`config.mk`:
```
export PLATFORM = sky130hd
export DESIGN_NAME = slnt_cell
export DESIGN_NICKNAME = d
export VERILOG_FILES = /design/src/sv/slnt_pkg.sv /design/src/sv/slnt_cell.sv
export SDC_FILE = /design/constraint.sdc
export NUM_CORES = 1
export LEC_CHECK = 0
export ABC_AREA = 0
export BUFFER_PORTS_ARGS = -buffer_cell sky130_fd_sc_hd__buf_2
export CORE_MARGIN = 2
export CORE_UTILIZATION = 30
export DETAILED_ROUTE_END_ITERATION = 10
export SYNTH_ARGS = -nofsm -noshare
export SYNTH_HDL_FRONTEND = slang
export SYNTH_SLANG_ARGS = --single-unit
```
`constraint.sdc`:
```
create_clock -name i_clk -period 3.6 [get_ports i_clk]
set_clock_uncertainty 0.15 [all_clocks]
set_input_delay 0.36 -clock i_clk [delete_from_list [all_inputs] [get_ports i_clk]]
set_output_delay 0.36 -clock i_clk [all_outputs]
set_load 0.01 [all_outputs]
```
`src/sv/slnt_pkg.sv`:
```
// Shared types and codes for the sorted line-number table.
// No dependencies; used by the interfaces, the cell and the top level.
package slnt_pkg;

    localparam int KEY_W       = 32;
    localparam int OP_W        = 2;
    localparam int STATUS_W    = 3;
    localparam int HANDLE_IO_W = 16;
    localparam int COUNT_IO_W  = 9;

    // operation codes; the fourth code is unused and answers a miss
    localparam logic [OP_W-1:0] OP_FIND   = 2'd0;
    localparam logic [OP_W-1:0] OP_ADD    = 2'd1;
    localparam logic [OP_W-1:0] OP_REMOVE = 2'd2;

    localparam logic [STATUS_W-1:0] ST_FOUND    = 3'd0;
    localparam logic [STATUS_W-1:0] ST_INSERTED = 3'd1;
    localparam logic [STATUS_W-1:0] ST_REPLACED = 3'd2;
    localparam logic [STATUS_W-1:0] ST_REMOVED  = 3'd3;
    localparam logic [STATUS_W-1:0] ST_MISS     = 3'd4;

    typedef enum logic [2:0] {
        S_IDLE = 3'b001,
        S_CMP  = 3'b010,
        S_UPD  = 3'b100
    } t_state;

    // what every cell does on the update cycle
    typedef enum logic [1:0] {
        CM_HOLD,
        CM_INSERT,
        CM_REMOVE,
        CM_REPLACE
    } t_cell_mode;

    typedef struct packed {
        logic       cmp;
        t_cell_mode mode;
    } t_cell_ctl;

    typedef struct packed {
        logic ge;
        logic eq;
        logic at;
    } t_cell_stat;

endpackage

```
`src/sv/slnt_cell.sv`:
```
// One table slot: holds a key and a handle, compares against the search key
// and shifts toward either neighbor. Depends on slnt_pkg.
module slnt_cell #(
    parameter int HANDLE_WIDTH = 16
) (
    input  logic                       i_clk,
    input  logic                       i_rst_n,
    input  logic                       i_valid,
    input  slnt_pkg::t_cell_ctl        i_ctl,
    input  logic [slnt_pkg::KEY_W-1:0] i_key,
    input  logic [HANDLE_WIDTH-1:0]    i_handle,
    input  logic                       i_left_ge,
    input  logic [slnt_pkg::KEY_W-1:0] i_left_key,
    input  logic [HANDLE_WIDTH-1:0]    i_left_handle,
    input  logic [slnt_pkg::KEY_W-1:0] i_right_key,
    input  logic [HANDLE_WIDTH-1:0]    i_right_handle,
    output logic [slnt_pkg::KEY_W-1:0] o_key,
    output logic [HANDLE_WIDTH-1:0]    o_handle,
    output slnt_pkg::t_cell_stat       o_stat
);

    logic [slnt_pkg::KEY_W-1:0] r_key, n_key;
    logic [HANDLE_WIDTH-1:0]    r_handle, n_handle;
    logic                       r_ge, r_eq;
    logic                       ge_now, eq_now, at;

    always_comb begin
        // empty slots count as "greater": they sit past the end of the table
        ge_now   = !i_valid || (r_key >= i_key);
        eq_now   = i_valid && (r_key == i_key);
        at       = r_ge && !i_left_ge;
        n_key    = r_key;
        n_handle = r_handle;
        unique case (i_ctl.mode)
            slnt_pkg::CM_HOLD: ;
            slnt_pkg::CM_INSERT: begin
                if (i_left_ge) begin
                    n_key    = i_left_key;
                    n_handle = i_left_handle;
                end else if (at) begin
                    n_key    = i_key;
                    n_handle = i_handle;
                end
            end
            slnt_pkg::CM_REMOVE: begin
                if (r_ge) begin
                    n_key    = i_right_key;
                    n_handle = i_right_handle;
                end
            end
            slnt_pkg::CM_REPLACE: begin
                if (r_eq) begin
                    n_handle = i_handle;
                end
            end
        endcase
    end

    always_ff @(posedge i_clk) begin
        r_key    <= n_key;
        r_handle <= n_handle;
        if (!i_rst_n) begin
            r_ge <= 1'b0;
            r_eq <= 1'b0;
        end else if (i_ctl.cmp) begin
            r_ge <= ge_now;
            r_eq <= eq_now;
        end
    end

    assign o_key    = r_key;
    assign o_handle = r_handle;
    assign o_stat   = '{ge: r_ge, eq: r_eq, at: at};

endmodule

```
; ---- Yosys cells after proc, flatten, opt, wreduce, memory -nomap -nowiden
; Index checks and enable logic that the tools add are counted.
[classes]
addsub = 0
mul = 0
div = 0
n_lt_le_gt_ge = 1
n_eq_ne = 7
n_shift = 0
muxes = 9
bitwise = 0
n_reduce_logical = 9
[ops]
columns = op, count
row1 = $mux W32, 3
row2 = $mux W16, 4
row3 = $pmux W32 S2, 1
row4 = $pmux W16 S3, 1
row5 = $eq A32 B32 Y1, 1
row6 = $ge A32 B32 Y1, 1
row7 = $eq A2 B2 Y1 const B, 2
row8 = $ne A2 B2 Y1 const B, 2
row9 = $reduce_and A4 Y1, 1
row10 = $ne A3 B3 Y1 const B, 1
row11 = $reduce_and A3 Y1, 1
row12 = $reduce_bool A3 Y1, 1
row13 = $eq A2 B1 Y1 const B, 1
row14 = $logic_and A1 B1 Y1, 2
row15 = $logic_not A1 Y1, 2
row16 = $reduce_bool A2 Y1, 1
row17 = $logic_or A1 B1 Y1, 1
[word_totals]
regBits = 50
latch_bits = 0
ram_bits = 0
rom_bits = 0
in_bits = 151
elab_cells = 30
mem_count = 0

; ---- Depth between registers and ports, before layout
[depth]
ltp_word = 5
depth_mapped = 7
depth_no_buf = 7

; ---- Worst setup path after synthesis
; OpenSTA, ideal clock, no wires.
[synth_path]
kind = input port to flip-flop
start = input port i_ctl[0] (netlist bit)
end = register r_key, in the netlist o_key[0] (enable)
arrival_time_ps = 1819
t_required_ps = 3059
slack_ps = 1240
cell_stages = 5
n_path_buf = 2
cell_sequence = inv_1 ha_1 buf_2 clkbuf_1 o22a_1
[synth_via]
elab_chain_cells = 3
elab_cells_between_ends = 6
cone_classes = eq/ne: 4 / reduce/logical: 2
[synth_lines]
columns = item, line_no
row1 = "start, declared", slnt_cell.sv:9  ; input slnt_pkg::t_cell_ctl i_ctl,
row2 = $eq A2 B1 Y1 / $eq A2 B2 Y1 (equally long branches), slnt_cell.sv:34  ; unique case (i_ctl.mode)
row3 = "$ne A3 B3 Y1 (no source line), or another cell as far along", n/a
row4 = $reduce_and A3 Y1 (no source line) *, n/a
row5 = "end signal, assigned", slnt_cell.sv:60  ; r_key <= n_key;
row6 = "end, declared", slnt_cell.sv:22  ; logic [slnt_pkg::KEY_W-1:0] r_key, n_key;
; Mark *: on every way between the ends. The rest lies on a longest branch, timed or not.
; A chain may end at the register's enable or synchronous reset.

; ---- Worst setup path after layout
[layout_path]
start = input port i_ctl[0] (netlist bit)
end = register r_key, in the netlist o_key[4] (enable)
; The elaborated chain is that of the path after synthesis.

==> flow_metrics.tcl <==
set metrics [dict create \
    num_vias 3285 \
    gr-max-usage-layer "met2" \
    antenna_found_initial 0 \
    syn_to_final_growth_pct 36.9 \
    routedWlPerCell_microns 14.3 \
    clk_pin_slew_ps 70 \
    grt_pass1_wl_microns 15500 \
    final.setup.tns_ps 0 \
    cp.arrival_ps 1850 \
    grt.total_usage 0.151 \
    cp_slowest_cell "o22a_2" \
    fillCellCount 1151 \
    synth_top_cell_area_share 0.414 \
    worstSetupPathDepth 6 \
    final_common_cell "buf_2" \
    final_area_sq_um 4760 \
    grt_max_degree 53 \
    syn_area_per_cell_sq_um 9.94 \
    use_met3 0.0327 \
    cts_hold_buf 0 \
    critical_path.endpoint "o_key[4]" \
    rsz0062_at_grt "false" \
    ios 202 \
    cp_max_fo 45 \
    synthTopCellsByArea "edfxtp_1 41%, ha_1 13%, mux2i_1 9.2%, a22oi_1 6.5%, o21ai_0 5.9%" \
    max_stage_delay_ps 690 \
    tightest_slew_ps 786 \
    p_total_w 0.00162 \
    crit_path_end_kind "flop" \
    synthCells 350 \
    post_cts_resized 0 \
    ctsRootBufferMaster "clkbuf_16" \
    initial_utilization 0.306 \
    first_iter_violations 159 \
    hold_viol 0 \
    met1_usage 0.194 \
    drv_cap 0 \
    ys_ff_latch 50 \
    grtUsageMet2 0.260 \
    ctsLongestPathBuffers 2 \
    ys_types 38 \
    dpl.hpwl_microns 8030 \
    netlist_area_sq_um 3480 \
    worstPathRequired_ps 3370 \
    holdCritPathClass "input pin to flop" \
    cts_tree "done" \
    viasPerCell 4.80 \
    r2r_cells 6 \
    start_kind "input pin" \
    ys_seq_area_frac 0.426 \
    crit_chain "buf_2 > inv_1 > ha_2 > buf_4 > nor2_1 > o22a_2" \
    slew-limit-headroom 0.476 \
    timing.fmax_mhz 480 \
    preCtsSetupSlack_ps 1160 \
    yosys_warnings 0 \
    reg2reg_slack_ps 1540 \
    core-area_sq_um 11400 \
    ir_worst_vdd_v 0.000164 \
    layoutNonFillerInstCount 685 \
    post_dp_cell_area_sq_um 4600 \
    die_w_microns 112 \
    drtAntennaViolNets 0 \
    dpl.cell_count 677 \
    r2r-start "o_key[13]" \
    worst_slack_ps 1520 \
    h-tree-depth 2 \
    path_buf_inv 3 \
    cellLeakagePower_nw 2.32 \
    cts_inserted_buffers 5 \
    drive_gt1_frac 0.411 \
    multi_input_area_sq_um 1760 \
    powerDensity_nw_per_um2 341 \
    place_congestion 0.825 \
    die_area_sq_um 12500 \
    cp-startpoint "i_ctl[0]" \
    layout_common_cells "201 x buf_2, 48 x edfxtp_1, 41 x o21ai_0" \
    overflow 0 \
    clk_latency_ps 290 \
    clock-sinks 50 \
    seq_area_sq_um 1480 \
    crit_family "compound AO/OA/AOI/OAI gates" \
    dr.pass1.iters 5 \
    fin_nets 727 \
    drv_slew 0 \
    synth_fp_nets 536 \
    setup_violations 0 \
    grt_pass1_vias 3229 \
    drt_wl_total_microns 9780 \
    critPathKind "input pin to flop" \
    die_h_microns 112 \
    port_buffers 201 \
    diodes 0 \
    drc_errors 0 \
    cts_setup_buffers 0 \
    yosysTopAreaCell "edfxtp_1" \
    period_share 0.578 \
    rows 39 \
    outcome "complete, no violations" \
    timing.rr.end "r_ge" \
    finalCriticalPeriod_ps 2080 \
]
## registers in the layout, indices dropped and copies added, names as in the netlist
name      cells
r_ge          1
o_key        32
o_handle     16
r_eq          1
## cells in the mapped netlist
cell,n
o211ai_1,1
a21boi_0,1
nand2_1,37
or2b_1,1
and2_1,1
a31oi_1,1
o22a_1,1
a21boi_1,1
nor2b_1,2
nand4_2,2
a21oi_1,14
a22oi_1,30
o31ai_1,2
nor4_1,1
o21ai_0,41
nor3_1,1
mux2i_1,32
nor4_2,1
ha_1,35
nor2_2,1
inv_1,35
buf_2,8
nor2_1,7
buf_1,2
edfxtp_1,48
nand4_1,6
clkbuf_1,8
a2111oi_2,1
a32oi_1,1
nand3_1,5
a221o_1,1
a211oi_1,1
a21o_1,3
o21ai_1,10
inv_2,1
dfxtp_1,2
buf_4,4
nand4_4,1
## layer usage
metal,wire (microns),up-vias
li1,-,1675
met1,4350,1475
met2,4660,130
met3,672,5
met4,96,0
met5,0,-
## final cells by class
cell class                      instances  share of cell area
Tap cell                              143              0.0376
Multi-Input combinational cell        242               0.369
Inverter                               36              0.0284
Timing Repair Buffer                  206               0.219
Sequential cell                        50               0.311
Clock buffer                            8              0.0349
## kinds of logic after synthesis
group | count (synthesis) | share of synthesized area
buf+inv | 58 | 0.0698
simple gates | 66 | 0.0949
fa+ha+maj | 35 | 0.126
mux | 32 | 0.0921
compound gates | 109 | 0.192
flops | 50 | 0.426
## worst min path at each step
stage | slack (ps) | to | start | depth (start not counted)
global placement | 420 | r_eq | r_eq | 2
finish | 190 | r_ge | i_rst_n | 3
CTS | 180 | r_eq | i_rst_n | 2
global route | 190 | r_eq | i_rst_n | 2
detailed placement | 410 | r_eq | r_eq | 2
floorplan | 350 | r_ge | i_rst_n | 2
## tightest hold or removal path: stages
cell and delay (ps):
buf_2 100, o21ai_0 80, a31oi_1 40
## per-stage QoR
stage                      util  hold slack [ps]
final                     0.419              192
after global routing      0.419              188
after CTS                 0.419              176
after detailed placement  0.404              414
after global placement    0.404              416
after floorplan               -              348
## power breakdown
| group | internal (W) | switching [W] | total [W] |
|---|---|---|---|
| clock network | 0.000315 | 0.000203 | 0.000518 |
| registers | 0.000700 | 0.0000193 | 0.000720 |
| logic | 0.000178 | 0.000208 | 0.000386 |
| total | 0.00119 | 0.000431 | 0.00162 |
Power figures use the tool's default switching activity.
